$ cat src/rtl/core/cse_pkg.sv
// Column statistics engine: shared widths, item structs, unit requests and
// the control state encoding. No dependencies.
`default_nettype none

package cse_pkg;

    localparam int VALUE_W   = 16;
    localparam int MAX_ITEMS = 1048576;

    // count holds 0..MAX_ITEMS
    localparam int COUNT_W = $clog2(MAX_ITEMS + 1);
    // running sum and sum of squares over at most MAX_ITEMS values
    localparam int SUM_W   = VALUE_W + COUNT_W;
    localparam int SQ_W    = 2 * VALUE_W + COUNT_W - 2;
    // magnitude of the sum, the divider's dividend
    localparam int DIVD_W  = SUM_W - 1;
    // n*avg - 2*sum, the second multiplicand
    localparam int MC_W    = VALUE_W + COUNT_W + 1;
    localparam int PROD_W  = MC_W + VALUE_W;
    // summed squared deviations, below MAX_ITEMS * 2^(2*VALUE_W)
    localparam int DEV_W   = 2 * VALUE_W + COUNT_W - 1;
    localparam int FRAC_W  = 8;
    localparam int ROOT_W  = DEV_W / 2 + FRAC_W;

    typedef struct packed {
        logic signed [VALUE_W-1:0] value;
        logic                      last_value;
    } in_item_t;

    typedef struct packed {
        logic signed [VALUE_W-1:0] min_value;
        logic signed [VALUE_W-1:0] max_value;
        logic signed [VALUE_W-1:0] average_value;
        logic [ROOT_W-1:0]         deviation_root;
        logic                      ascending;
        logic                      descending;
        logic                      dense_from_zero;
        logic                      count_overflow;
    } out_item_t;

    typedef struct packed {
        logic                    start;
        logic signed [MC_W-1:0]  mcand;
        logic [VALUE_W-1:0]      mplier;
    } mul_req_t;

    typedef struct packed {
        logic                    start;
        logic signed [SUM_W-1:0] dividend;
        logic [COUNT_W-1:0]      divisor;
    } div_req_t;

    typedef struct packed {
        logic             start;
        logic [DEV_W-1:0] radicand;
    } sqrt_req_t;

    typedef enum logic [2:0] {
        ST_IDLE,
        ST_SQUARE,
        ST_DIV,
        ST_MUL_NA,
        ST_MUL_AU,
        ST_ROOT,
        ST_EMIT
    } cse_state_t;

endpackage

`default_nettype wire

$ cat src/rtl/core/cse_mul.sv
// Bit-serial shift-add multiplier: one multiplier bit per cycle.
// Depends on cse_pkg.
`default_nettype none

module cse_mul
    import cse_pkg::*;
(
    input  wire logic                     aclk,
    input  wire logic                     aresetn,
    input  wire mul_req_t                 req,
    output logic                          done,
    output logic signed [PROD_W-1:0]      prod
);

    localparam int CNT_W = $clog2(VALUE_W + 1);

    logic signed [PROD_W-1:0] acc_reg;
    logic signed [PROD_W-1:0] mc_reg;
    logic [VALUE_W-1:0]       mp_reg;
    logic [CNT_W-1:0]         cnt_reg;
    logic                     busy_reg;
    logic                     done_reg;

    always_ff @(posedge aclk) begin
        if (!aresetn) begin
            busy_reg <= 1'b0;
            done_reg <= 1'b0;
            cnt_reg  <= '0;
        end else begin
            done_reg <= 1'b0;
            if (req.start) begin
                acc_reg  <= '0;
                mc_reg   <= {{(PROD_W-MC_W){req.mcand[MC_W-1]}}, req.mcand};
                mp_reg   <= req.mplier;
                cnt_reg  <= CNT_W'(VALUE_W);
                busy_reg <= 1'b1;
            end else if (busy_reg) begin
                if (mp_reg[0]) begin
                    acc_reg <= acc_reg + mc_reg;
                end
                mc_reg  <= mc_reg <<< 1;
                mp_reg  <= mp_reg >> 1;
                cnt_reg <= cnt_reg - 1'b1;
                if (cnt_reg == CNT_W'(1)) begin
                    busy_reg <= 1'b0;
                    done_reg <= 1'b1;
                end
            end
        end
    end

    assign done = done_reg;
    assign prod = acc_reg;

endmodule

`default_nettype wire

$ cat src/rtl/core/cse_div.sv
// Restoring divider, one quotient bit per cycle, signed dividend over an
// unsigned nonzero divisor, quotient truncated toward zero. Depends on cse_pkg.
`default_nettype none

module cse_div
    import cse_pkg::*;
(
    input  wire logic               aclk,
    input  wire logic               aresetn,
    input  wire div_req_t           req,
    output logic                    done,
    output logic [VALUE_W-1:0]      q_mag,
    output logic                    q_neg
);

    localparam int CNT_W = $clog2(DIVD_W + 1);

    logic [COUNT_W-1:0] rem_reg;
    logic [DIVD_W-1:0]  dq_reg;
    logic [COUNT_W-1:0] dvs_reg;
    logic               neg_reg;
    logic [CNT_W-1:0]   cnt_reg;
    logic               busy_reg;
    logic               done_reg;

    logic signed [SUM_W-1:0] dvd_abs;
    logic [COUNT_W:0]        rem_sh;
    logic [COUNT_W:0]        diff;

    always_comb begin
        dvd_abs = req.dividend[SUM_W-1] ? -req.dividend : req.dividend;
        rem_sh  = {rem_reg, dq_reg[DIVD_W-1]};
        diff    = rem_sh - {1'b0, dvs_reg};
    end

    always_ff @(posedge aclk) begin
        if (!aresetn) begin
            busy_reg <= 1'b0;
            done_reg <= 1'b0;
            cnt_reg  <= '0;
        end else begin
            done_reg <= 1'b0;
            if (req.start) begin
                rem_reg  <= '0;
                dq_reg   <= dvd_abs[DIVD_W-1:0];
                dvs_reg  <= req.divisor;
                neg_reg  <= req.dividend[SUM_W-1];
                cnt_reg  <= CNT_W'(DIVD_W);
                busy_reg <= 1'b1;
            end else if (busy_reg) begin
                if (!diff[COUNT_W]) begin
                    rem_reg <= diff[COUNT_W-1:0];
                    dq_reg  <= {dq_reg[DIVD_W-2:0], 1'b1};
                end else begin
                    rem_reg <= rem_sh[COUNT_W-1:0];
                    dq_reg  <= {dq_reg[DIVD_W-2:0], 1'b0};
                end
                cnt_reg <= cnt_reg - 1'b1;
                if (cnt_reg == CNT_W'(1)) begin
                    busy_reg <= 1'b0;
                    done_reg <= 1'b1;
                end
            end
        end
    end

    // |sum| / count never exceeds 2^(VALUE_W-1)
    assign done  = done_reg;
    assign q_mag = dq_reg[VALUE_W-1:0];
    assign q_neg = neg_reg;

endmodule

`default_nettype wire

$ cat src/rtl/core/cse_sqrt.sv
// Digit-by-digit square root, one radicand bit pair per cycle, with FRAC_W
// zero pairs appended for the fraction bits. Depends on cse_pkg.
`default_nettype none

module cse_sqrt
    import cse_pkg::*;
(
    input  wire logic              aclk,
    input  wire logic              aresetn,
    input  wire sqrt_req_t         req,
    output logic                   done,
    output logic [ROOT_W-1:0]      root
);

    localparam int REM_W = ROOT_W + 2;
    localparam int CNT_W = $clog2(ROOT_W + 1);

    logic [DEV_W-1:0]  rad_reg;
    logic [REM_W-1:0]  rem_reg;
    logic [ROOT_W-1:0] root_reg;
    logic [CNT_W-1:0]  cnt_reg;
    logic              busy_reg;
    logic              done_reg;

    logic [REM_W-1:0] rem_sh;
    logic [REM_W-1:0] trial;
    logic [REM_W:0]   diff;

    always_comb begin
        rem_sh = {rem_reg[REM_W-3:0], rad_reg[DEV_W-1 -: 2]};
        trial  = {root_reg, 2'b01};
        diff   = {1'b0, rem_sh} - {1'b0, trial};
    end

    always_ff @(posedge aclk) begin
        if (!aresetn) begin
            busy_reg <= 1'b0;
            done_reg <= 1'b0;
            cnt_reg  <= '0;
        end else begin
            done_reg <= 1'b0;
            if (req.start) begin
                rad_reg  <= req.radicand;
                rem_reg  <= '0;
                root_reg <= '0;
                cnt_reg  <= CNT_W'(ROOT_W);
                busy_reg <= 1'b1;
            end else if (busy_reg) begin
                if (!diff[REM_W]) begin
                    rem_reg  <= diff[REM_W-1:0];
                    root_reg <= {root_reg[ROOT_W-2:0], 1'b1};
                end else begin
                    rem_reg  <= rem_sh;
                    root_reg <= {root_reg[ROOT_W-2:0], 1'b0};
                end
                rad_reg <= {rad_reg[DEV_W-3:0], 2'b00};
                cnt_reg <= cnt_reg - 1'b1;
                if (cnt_reg == CNT_W'(1)) begin
                    busy_reg <= 1'b0;
                    done_reg <= 1'b1;
                end
            end
        end
    end

    assign done = done_reg;
    assign root = root_reg;

endmodule

`default_nettype wire

$ cat src/rtl/core/column_statistics_engine.sv
// Column statistics engine top level: accumulators, control sequencer and
// output register. Depends on cse_pkg, cse_mul, cse_div and cse_sqrt.
//
// Usage:
//   s_valid/s_ready/s_item carry one column value per item; last_value marks
//   the column's final value. m_valid/m_ready/m_item carry one result per
//   column: min, max, truncated average, root of summed squared deviations
//   (8 fraction bits) and the ascending, descending, dense and overflow flags.
// Input:
//   A counted item's square is formed by the bit-serial multiplier, one
//   multiplier bit per cycle, before s_ready returns. Items beyond
//   MAX_ITEMS only touch min/max/flags and skip the square.
// Last item to m_valid: the square (for a counted item), a 36-bit serial
//   divide, two 16-bit serial multiplies for n*avg and
//   avg*(n*avg - 2*sum), a 34-step root, then the output load.
// Reset: synchronous, active low; accumulators return to their empty-column
//   values and m_valid drops. After each result the accumulators clear too.
// Stall: the result sits in the output register while m_ready is low; the
//   next column streams in meanwhile, and its own result waits for the
//   register to free up before loading.
`default_nettype none

module column_statistics_engine
    import cse_pkg::*;
(
    input  wire logic      aclk,
    input  wire logic      aresetn,
    input  wire logic      s_valid,
    output logic           s_ready,
    input  wire in_item_t  s_item,
    output logic           m_valid,
    input  wire logic      m_ready,
    output out_item_t      m_item
);

    localparam logic signed [VALUE_W-1:0] MIN_INIT = {1'b0, {(VALUE_W-1){1'b1}}};
    localparam logic signed [VALUE_W-1:0] MAX_INIT = {1'b1, {(VALUE_W-1){1'b0}}};

    cse_state_t state_reg, state_next;

    // running statistics
    logic signed [VALUE_W-1:0] min_reg, max_reg, prev_reg;
    logic signed [SUM_W-1:0]   sum_reg;
    logic [SQ_W-1:0]           sq_reg;
    logic [COUNT_W-1:0]        count_reg;
    logic                      asc_reg, desc_reg, dense_reg, ovf_reg;
    logic                      last_reg;

    // truncated average as sign and magnitude
    logic [VALUE_W-1:0]        avg_mag_reg;
    logic                      avg_neg_reg;

    out_item_t                 out_reg;
    logic                      out_valid_reg;

    // unit handshakes
    mul_req_t                  mul_req;
    div_req_t                  div_req;
    sqrt_req_t                 sqrt_req;
    logic                      mul_done, div_done, sqrt_done;
    logic signed [PROD_W-1:0]  mul_prod;
    logic [VALUE_W-1:0]        div_q_mag;
    logic                      div_q_neg;
    logic [ROOT_W-1:0]         sqrt_root;

    logic                      s_accept;
    logic                      in_range;
    logic                      first_item;
    logic signed [VALUE_W-1:0] v;
    logic [VALUE_W-1:0]        v_mag;
    logic signed [VALUE_W:0]   v_ext, prev_inc;
    logic signed [PROD_W-1:0]  prod_signed;
    logic signed [MC_W-1:0]    sum_ext;
    logic signed [MC_W-1:0]    na_minus_2s;
    logic signed [PROD_W-1:0]  dev_full;
    logic                      out_load;

    cse_mul u_mul (
        .aclk    (aclk),
        .aresetn (aresetn),
        .req     (mul_req),
        .done    (mul_done),
        .prod    (mul_prod)
    );

    cse_div u_div (
        .aclk    (aclk),
        .aresetn (aresetn),
        .req     (div_req),
        .done    (div_done),
        .q_mag   (div_q_mag),
        .q_neg   (div_q_neg)
    );

    cse_sqrt u_sqrt (
        .aclk    (aclk),
        .aresetn (aresetn),
        .req     (sqrt_req),
        .done    (sqrt_done),
        .root    (sqrt_root)
    );

    assign s_ready  = (state_reg == ST_IDLE);
    assign s_accept = s_valid && s_ready;
    assign in_range = (count_reg < COUNT_W'(MAX_ITEMS));
    assign first_item = (count_reg == '0);

    always_comb begin
        v        = s_item.value;
        v_mag    = v[VALUE_W-1] ? VALUE_W'(-v) : VALUE_W'(v);
        v_ext    = {v[VALUE_W-1], v};
        prev_inc = {prev_reg[VALUE_W-1], prev_reg} + 1'b1;

        // the serial multiplier works on |avg|; restore the sign here
        prod_signed = avg_neg_reg ? -mul_prod : mul_prod;
        sum_ext     = {{(MC_W-SUM_W){sum_reg[SUM_W-1]}}, sum_reg};
        na_minus_2s = prod_signed[MC_W-1:0] - (sum_ext <<< 1);
        // sum (x - a)^2 = sq + a * (n*a - 2*sum), exact and non-negative
        dev_full    = {{(PROD_W-SQ_W){1'b0}}, sq_reg} + prod_signed;
    end

    assign out_load = (state_reg == ST_EMIT) && (!out_valid_reg || m_ready);

    // sequencer: next state and unit start requests
    always_comb begin
        state_next        = state_reg;
        mul_req.start     = 1'b0;
        mul_req.mcand     = MC_W'(v_mag);
        mul_req.mplier    = v_mag;
        div_req.start     = 1'b0;
        div_req.dividend  = sum_reg;
        div_req.divisor   = count_reg;
        sqrt_req.start    = 1'b0;
        sqrt_req.radicand = dev_full[DEV_W-1:0];

        case (state_reg)
            ST_IDLE: begin
                if (s_accept) begin
                    if (in_range) begin
                        mul_req.start = 1'b1;
                        state_next    = ST_SQUARE;
                    end else if (s_item.last_value) begin
                        div_req.start = 1'b1;
                        state_next    = ST_DIV;
                    end
                end
            end
            ST_SQUARE: begin
                if (mul_done) begin
                    if (last_reg) begin
                        div_req.start = 1'b1;
                        state_next    = ST_DIV;
                    end else begin
                        state_next = ST_IDLE;
                    end
                end
            end
            ST_DIV: begin
                if (div_done) begin
                    mul_req.start  = 1'b1;
                    mul_req.mcand  = MC_W'(count_reg);
                    mul_req.mplier = div_q_mag;
                    state_next     = ST_MUL_NA;
                end
            end
            ST_MUL_NA: begin
                if (mul_done) begin
                    mul_req.start  = 1'b1;
                    mul_req.mcand  = na_minus_2s;
                    mul_req.mplier = avg_mag_reg;
                    state_next     = ST_MUL_AU;
                end
            end
            ST_MUL_AU: begin
                if (mul_done) begin
                    sqrt_req.start = 1'b1;
                    state_next     = ST_ROOT;
                end
            end
            ST_ROOT: begin
                if (sqrt_done) begin
                    state_next = ST_EMIT;
                end
            end
            ST_EMIT: begin
                if (out_load) begin
                    state_next = ST_IDLE;
                end
            end
            default: begin
                state_next = ST_IDLE;
            end
        endcase
    end

    always_ff @(posedge aclk) begin
        if (!aresetn) begin
            state_reg <= ST_IDLE;
        end else begin
            state_reg <= state_next;
        end
    end

    always_ff @(posedge aclk) begin
        if (!aresetn) begin
            min_reg       <= MIN_INIT;
            max_reg       <= MAX_INIT;
            prev_reg      <= '0;
            sum_reg       <= '0;
            sq_reg        <= '0;
            count_reg     <= '0;
            asc_reg       <= 1'b1;
            desc_reg      <= 1'b1;
            dense_reg     <= 1'b1;
            ovf_reg       <= 1'b0;
            last_reg      <= 1'b0;
            out_valid_reg <= 1'b0;
        end else begin
            if (s_accept) begin
                if (v < min_reg) begin
                    min_reg <= v;
                end
                if (v > max_reg) begin
                    max_reg <= v;
                end
                if (first_item) begin
                    if (v != '0) begin
                        dense_reg <= 1'b0;
                    end
                end else begin
                    if (v < prev_reg) begin
                        asc_reg <= 1'b0;
                    end
                    if (v > prev_reg) begin
                        desc_reg <= 1'b0;
                    end
                    // no wrap: the largest value then the most negative fails
                    if (v_ext != prev_inc) begin
                        dense_reg <= 1'b0;
                    end
                end
                prev_reg <= v;
                last_reg <= s_item.last_value;
                if (in_range) begin
                    sum_reg   <= sum_reg + {{(SUM_W-VALUE_W){v[VALUE_W-1]}}, v};
                    count_reg <= count_reg + 1'b1;
                end else begin
                    ovf_reg <= 1'b1;
                end
            end

            if ((state_reg == ST_SQUARE) && mul_done) begin
                sq_reg <= sq_reg + mul_prod[SQ_W-1:0];
            end

            if ((state_reg == ST_DIV) && div_done) begin
                avg_mag_reg <= div_q_mag;
                avg_neg_reg <= div_q_neg;
            end

            if (out_load) begin
                out_reg.min_value       <= min_reg;
                out_reg.max_value       <= max_reg;
                out_reg.average_value   <= avg_neg_reg ? -avg_mag_reg : avg_mag_reg;
                out_reg.deviation_root  <= sqrt_root;
                out_reg.ascending       <= asc_reg;
                out_reg.descending      <= desc_reg;
                out_reg.dense_from_zero <= dense_reg;
                out_reg.count_overflow  <= ovf_reg;
                // column done: back to empty-column values
                min_reg   <= MIN_INIT;
                max_reg   <= MAX_INIT;
                prev_reg  <= '0;
                sum_reg   <= '0;
                sq_reg    <= '0;
                count_reg <= '0;
                asc_reg   <= 1'b1;
                desc_reg  <= 1'b1;
                dense_reg <= 1'b1;
                ovf_reg   <= 1'b0;
                last_reg  <= 1'b0;
            end

            if (out_load) begin
                out_valid_reg <= 1'b1;
            end else if (m_ready) begin
                out_valid_reg <= 1'b0;
            end
        end
    end

    assign m_valid = out_valid_reg;
    assign m_item  = out_reg;

endmodule

`default_nettype wire

$ cat config.mk
export PLATFORM = sky130hd
export DESIGN_NAME = column_statistics_engine
export DESIGN_NICKNAME = d
export VERILOG_FILES = /design/src/rtl/core/cse_pkg.sv /design/src/rtl/core/cse_mul.sv /design/src/rtl/core/cse_div.sv /design/src/rtl/core/cse_sqrt.sv /design/src/rtl/core/column_statistics_engine.sv
export SDC_FILE = /design/constraint.sdc
export NUM_CORES = 2
export LEC_CHECK = 0
export ABC_CLOCK_PERIOD_IN_PS = 6100
export CAP_MARGIN = 40
export CELL_PAD_IN_SITES_DETAIL_PLACEMENT = 0
export CELL_PAD_IN_SITES_GLOBAL_PLACEMENT = 1
export CORE_MARGIN = 2
export CORE_UTILIZATION = 36
export DETAILED_ROUTE_END_ITERATION = 16
export DONT_BUFFER_PORTS = 1
export GPL_ROUTABILITY_DRIVEN = 0
export GPL_TIMING_DRIVEN = 0
export PLACE_DENSITY_LB_ADDON = 0.1
export SETUP_SLACK_MARGIN = 0.15
export SKIP_CTS_REPAIR_TIMING = 1
export SYNTH_ARGS = -nofsm -noshare
export SYNTH_HDL_FRONTEND = slang
export SYNTH_SLANG_ARGS = --single-unit
$ cat constraint.sdc
create_clock -name aclk -period 6.1 [get_ports aclk]
set_input_delay 0.305 -clock aclk [delete_from_list [all_inputs] [get_ports aclk]]
set_output_delay 0.305 -clock aclk [all_outputs]
set_load 0.02 [all_outputs]
# [Word level (Yosys, flattened, before mapping)]
# Cells that the tools add are included.
[word_totals] ff_bits=615 output_inout_bits=88 in_bits=21
[op_classes] mux=69 n_lt_le_gt_ge=5 n_bitwise=6 eq_ne=19 reduce_logical=37 add_sub_neg=16
[op_table] cell="$mux 54" count=4
[op_table] cell="$mux 52" count=3
[op_table] cell="$mux 55" count=2
[op_table] cell="$mux 36" count=3
[op_table] cell="$pmux 54 s2" count=1
[op_table] cell="$mux 34" count=3
[op_table] cell="$mux 16" count=4
[op_table] cell="$add 54x54->54" count=1
[op_table] cell="$add 51x52->52" count=1
[op_table] cell="$neg 52->52" count=1
[op_table] cell="$add 51x51->51" count=1
[op_table] cell="$mux 21" count=2
[op_table] cell="$sub 38x38->38" count=1
[op_table] cell="$add 37x37->37" count=1
[op_table] cell="$sub 36x36->37" count=1
[op_table] cell="$neg 36->36" count=1
[op_table] cell="$gt 16x16->1" count=2
[op_table] cell="$lt 16x16->1" count=2
[op_table] cell="$neg 16->16" count=2
[op_table] cell="$mux 1" count=28
[op_table] cell="$mux 3" count=9
[op_table] cell="$mux 6" count=4
[op_table] cell="$sub 22x21->22" count=1
[op_table] cell="$add 21x1->21 const B" count=1
[op_table] cell="other kinds (31)" count=73

# [Longest topological paths before layout]
[depth] depth_word=7 depth_mapped=23 depth_no_buf=22

# [By module]
# Synthesis repeated with hierarchy kept, for this count alone.
[unflattened] cells_unflattened=4830 hier_area_um2=43812.0
[by_module_without_submodules] module="column_statistics_engine" area_per_inst_um2=22770.6 cells_per_inst=2856 seq_area_each_um2=6416.2 n_inst=1
[by_module_without_submodules] module="cse_mul" area_per_inst_um2=8370.5 cells_per_inst=796 seq_area_each_um2=3863.7 n_inst=1
[by_module_without_submodules] module="cse_sqrt" area_per_inst_um2=7100.6 cells_per_inst=600 seq_area_each_um2=3763.6 n_inst=1
[by_module_without_submodules] module="cse_div" area_per_inst_um2=5570.3 cells_per_inst=578 seq_area_each_um2=2532.4 n_inst=1

# [Worst setup path after synthesis]
# Ideal clock, no wire load.
[synth_timing] path_kind="register to register" start="register state_reg[2]" end="register u_div.dq_reg[0] (enable)" period_less_slack_ns=6.596 setup_slack_ns=-0.496 t_arrival_ns=6.038 path_stages_with_launch=8 cell_sequence="dfxtp_1 -> clkbuf_1 -> nor3_1 -> and2_1 -> clkbuf_1 -> a32oi_1 -> clkbuf_1 -> a21boi_0"
[synth_via] elab_chain_cells=6 elab_cells_between_ends=7 classes_between="eq/ne: 1; mux: 2; reduce/logical: 4"
[synth_lines] element="start, declared" line_no="column_statistics_engine.sv:39" rtl="cse_state_t state_reg, state_next;"
[synth_lines] element="start signal, assigned" line_no="column_statistics_engine.sv:200" rtl="state_reg <= state_next;"
[synth_lines] element="$logic_not 3->1 *" line_no="column_statistics_engine.sv:103" rtl="assign s_ready = (state_reg == ST_IDLE);"
[synth_lines] element="named net s_ready" line_no="column_statistics_engine.sv:29" rtl="output logic s_ready,"
[synth_lines] element="$logic_and 1x1->1" line_no="column_statistics_engine.sv:104" rtl="assign s_accept = s_valid && s_ready;"
[synth_lines] element="$mux 1" line_no="column_statistics_engine.sv:138" rtl="if (s_accept) begin"
[synth_lines] element="$pmux 1 s2 *" line_no="column_statistics_engine.sv:136" rtl="case (state_reg)"
[synth_lines] element="$reduce_bool 2->1 (no line) *"
[synth_lines] element="$reduce_and 2->1 (no line) *"
[synth_lines] element="end signal, assigned" line_no="cse_div.sv:45" rtl="dq_reg <= dvd_abs[DIVD_W-1:0];"
[synth_lines] element="end signal, assigned" line_no="cse_div.sv:53" rtl="dq_reg <= {dq_reg[DIVD_W-2:0], 1'b1};"
[synth_lines] element="end signal, assigned" line_no="cse_div.sv:56" rtl="dq_reg <= {dq_reg[DIVD_W-2:0], 1'b0};"
[synth_lines] element="end, declared" line_no="cse_div.sv:19" rtl="logic [DIVD_W-1:0] dq_reg;"
# Mark *: on every way through the listed nets, which the timed path passes. The rest lies on a longest branch.
# A chain may end at the register's enable or synchronous reset.

# [Final worst setup path]
[layout_timing] start="register u_mul.acc_reg[5], in the netlist u_mul.prod[5]" end="register u_mul.mc_reg[36] (data pin)"
[layout_via] elab_chain_cells=6
[layout_lines] element="start, declared" line_no="cse_mul.sv:17" rtl="logic signed [PROD_W-1:0] acc_reg;"
[layout_lines] element="start signal, assigned" line_no="cse_mul.sv:39" rtl="acc_reg <= acc_reg + mc_reg;"
[layout_lines] element="$neg 52->52" line_no="column_statistics_engine.sv:115" rtl="prod_signed = avg_neg_reg ? -mul_prod : mul_prod;"
[layout_lines] element="$mux 52 *" line_no="column_statistics_engine.sv:115"
[layout_lines] element="$sub 38x38->38 *" line_no="column_statistics_engine.sv:117" rtl="na_minus_2s = prod_signed[MC_W-1:0] - (sum_ext <<< 1);"
[layout_lines] element="$mux 55 *" line_no="column_statistics_engine.sv:167" rtl="if (mul_done) begin"
[layout_lines] element="$pmux 54 s2 *" line_no="column_statistics_engine.sv:136"
[layout_lines] element="$mux 54 *" line_no="cse_mul.sv:31" rtl="if (req.start) begin"
[layout_lines] element="end signal, assigned" line_no="cse_mul.sv:33" rtl="mc_reg <= {{(PROD_W-MC_W){req.mcand[MC_W-1]}}, req.mcand};"
[layout_lines] element="end signal, assigned" line_no="cse_mul.sv:41" rtl="mc_reg <= mc_reg <<< 1;"
[layout_lines] element="end, declared" line_no="cse_mul.sv:18" rtl="logic signed [PROD_W-1:0] mc_reg;"
# Mark *: on every way between the ends. The rest lies on a longest branch, timed or not.

==> impl_metrics.py <==
metrics = {
    "routing": {
        "ant_nets": 0,
        "top_layer": "met4",
        "wire_per_inst_um": 21.5,
        "first_iter_violations": 2392,
        "routedLengthMet1_um": 67200,
        "vias": 34591,
        "drc": 0,
        "firstDrtPassIters": 6,
        "routed-wl-met2_um": 62300,
        "viasPerCell": 5.41,
        "drt_wl_total_um": 137000,
        "wl_met3_um": 5240,
    },
    "finish": {
        "drive_above_1_share_pct": 6.08,
        "final_core_util_pct": 41.0,
        "syn_to_final_growth_pct": 13.5,
        "largest_reg_flops": 86,
        "num-nets-final": 5172,
    },
    "sta": {
        "fmax_mhz": 172,
        "setup_viol": 0,
        "rsz0062_at_grt": "true",
        "period_minus_slack_ns": 5.82,
        "fin_skew_ns": 0.0239,
        "whs_ns": 0.0557,
        "slew_viol_final": 0,
        "worst-slew-pin-transition_ns": 0.982,
        "setup_ws_ns": 0.281,
        "hold_viol": 0,
        "period_share_pct": 95.4,
        "relSlewSlack_pct": 34.6,
    },
    "global_routing": {
        "grt_pass1_wl_um": 208000,
        "grt_max_degree": 58,
        "grt_pass1_vias": 33660,
        "grt_overflow": 0,
        "antenna_found_initial": 0,
        "grtUsageTotal_pct": 22.8,
    },
    "worst_hold_path": {
        "hold_path_end": "sum_reg[3]",
        "hold_depth": 4,
        "hp-start": "s_item[4]",
        "hp-class": "input port to flip-flop",
    },
    "cts": {
        "clk_path_buf_depth": 3,
        "cts_max_level": 3,
        "cts_buffers": 76,
        "cts_sinks": 611,
        "clkTransAtPathRegs_ns": 0.06,
        "root_buffer": "clkbuf_16",
        "cts_tree": "yes",
        "clk_latency_ns": 0.66,
    },
    "synthesis": {
        "synth-edff-count": 422,
        "netlist_instances": 4668,
        "ys_types": 87,
        "synth_top_family_by_area": "compound AO/OA/AOI/OAI gates",
        "synthAdderAreaFrac_pct": 10.4,
        "syn_area_um2": 41900,
        "ys_ff_latch": 611,
        "ys.flop_type": "edfxtp_1",
        "async_flop_share_pct": 0,
        "synth_simple_gate_area_share_pct": 16.3,
        "syn_nets": 5034,
        "ys_warn_count": 0,
        "syn-mean-instance-area_um2": 8.97,
        "synth_compound_area_share_pct": 20.3,
        "yosysSeqAreaShare_pct": 39.3,
        "synthMuxAreaShare_pct": 1.50,
        "synth_xor_xnor_area_share_pct": 8.33,
    },
    "pwr": {
        "peakVddDrop_v": 0.000201,
        "power_leakage_nw": 18.7,
        "powerDensity_nw_per_um2": 274,
        "finalPower_mw": 13.0,
    },
    "critical_path": {
        "required_ns": 6.61,
        "slowest_delay_ns": 0.60,
        "worst_r2r_endpoint": "u_mul.mc_reg[36]",
        "critPathKind": "flip-flop to flip-flop",
        "r2r_cells": 18,
        "r2r_slack_ns": 0.28,
        "crit_path_end_kind": "flip-flop",
        "path_max_fanout": 5,
        "cp-start-kind": "flip-flop",
        "worstPathArrival_ns": 6.33,
        "path_cells": "or4_4 -> or3_1 -> or3_4 -> or3_4 -> o41ai_2 -> xnor2_2 -> ha_4 -> and3_1 -> and3_1 -> a221o_1 -> a31oi_2 -> nand2_1 -> o221a_2 -> a221oi_4 -> nor3b_2 -> a21bo_2 -> or4b_2 -> nand3_1",
        "regToRegStartpoint": "u_mul.prod[5]",
        "crit_slowest_cell": "or4b_2",
    },
    "placement": {
        "post-place-ws_ns": -0.528,
        "dp_hpwl_um": 108000,
        "io_buffer_count": 0,
    },
    "floorplan": {
        "core_area_um2": 116000,
        "die_w_um": 345,
        "initial_utilization_pct": 36.2,
        "rows": 125,
        "chipHeight_um": 345,
        "pin_count": 109,
        "die_area_um2": 119000,
    },
    "status": {
        "status": "completed",
    },
    "run": {
        "max_cap_violations": 0,
    },
}
[cell usage after synthesis (42+ instances only)]
master | n | area (µm²)
a21o_1 | 163 | 1220
nand2b_1 | 63 | 394
nor2b_1 | 46 | 288
nand3_1 | 118 | 591
nor3_1 | 65 | 325
nand2_1 | 513 | 1930
o21ai_0 | 325 | 1630
mux2i_1 | 57 | 571
a31oi_1 | 45 | 282
nand4_1 | 61 | 382
inv_1 | 239 | 897
nor2_1 | 431 | 1620
xnor2_1 | 277 | 2430
ha_1 | 339 | 4240
o21a_1 | 58 | 435
o31ai_1 | 61 | 458
a211oi_1 | 42 | 315
a21oi_1 | 402 | 2010
xor2_1 | 121 | 1060
edfxtp_1 | 422 | 12700
clkbuf_1 | 161 | 604
dfxtp_1 | 189 | 3780
[kinds of logic (layout without fill, tap and decap cells)]
family / after synthesis / after routing
simple gates: 1482 / 1482
mux: 61 / 61
buf+inv: 422 / 622
fa+ha+maj: 345 / 345
xor+xnor: 398 / 398
flops: 611 / 611
other cells: 0 / 3
compound gates: 1349 / 1349
[metal layers]
| layer | vias to the layer above | GRT usage [%] |
|---|---|---|
| li1 | 17237 | - |
| met1 | 16570 | 32.6 |
| met2 | 638 | 36.7 |
| met3 | 146 | 2.71 |
| met4 | 0 | 4.79 |
| met5 | - | 0 |
[where the power goes]
group          total [mW]  internal [mW]  switching, mW
sequential           4.95           4.67          0.279
clock                4.54           2.59           1.95
combinational        3.50           1.41           2.09
total                13.0           8.67           4.32
[through the flow]
| step | instances | TNS, ns | cell area, µm² |
|---|---|---|---|
| floorplan | 4668 | 0 | 41900 |
| global placement | 6192 | -287.45 | 43800 |
| detailed placement | 6229 | -4.09 | 44300 |
| CTS | 6369 | -5.01 | 46800 |
| global route | 6392 | 0 | 47500 |
| finish | 6395 | 0 | 47500 |
[worst max-delay path by stage]
stage	from	end	slack, ns	cells after the start
after floorplan	u_mul.prod[6]	u_mul.mc_reg[36]	0.52	19
after global placement	state_reg[0]	u_mul.prod[44]	-2.83	8
after detailed placement	avg_neg_reg	u_sqrt.rad_reg[51]	-0.53	15
after CTS	u_mul.prod[4]	u_sqrt.rad_reg[51]	-0.55	19
after global routing	u_mul.prod[6]	u_mul.mc_reg[36]	0.09	18
final	u_mul.prod[5]	u_mul.mc_reg[36]	0.28	18
[area by class of cell]
type | instances | area, µm²
Fill cell | 11723 | 68200
Timing Repair Buffer | 60 | 719
Clock buffer | 91 | 1980
Antenna cell | 3 | 7.51
Inverter | 239 | 897
Buffer | 183 | 732
Multi-Input combinational cell | 3635 | 24300
Tap cell | 1524 | 1910
Clock inverter | 49 | 470
Sequential cell | 611 | 16500
[layout by cell type, fill, tap and decap left out, types with 38 or more instances in the layout]
cell,count
a211oi_1,42
a21o_1,163
a21oi_1,398
a31oi_1,42
and3_1,38
clkbuf_1,170
clkbuf_16,77
dfxtp_1,189
edfxtp_1,422
ha_1,332
inv_1,238
mux2i_1,57
nand2_1,511
nand2b_1,63
nand3_1,117
nand4_1,61
nor2_1,429
nor2b_1,46
nor3_1,65
o21a_1,56
o21ai_0,318
o31ai_1,56
xnor2_1,261
xor2_1,119
[critical path: cells and delay by family, from the launching register on]
family / cells / cell delay, ns
AND/OR/NAND/NOR: 10 / 3.04
AO/OA/AOI/OAI: 6 / 1.61
XOR/XNOR: 1 / 0.28
adder cells (fa/ha/maj): 1 / 0.30
flip-flops: 1 / 0.46
Note: power is estimated with default switching activity, not from simulation.
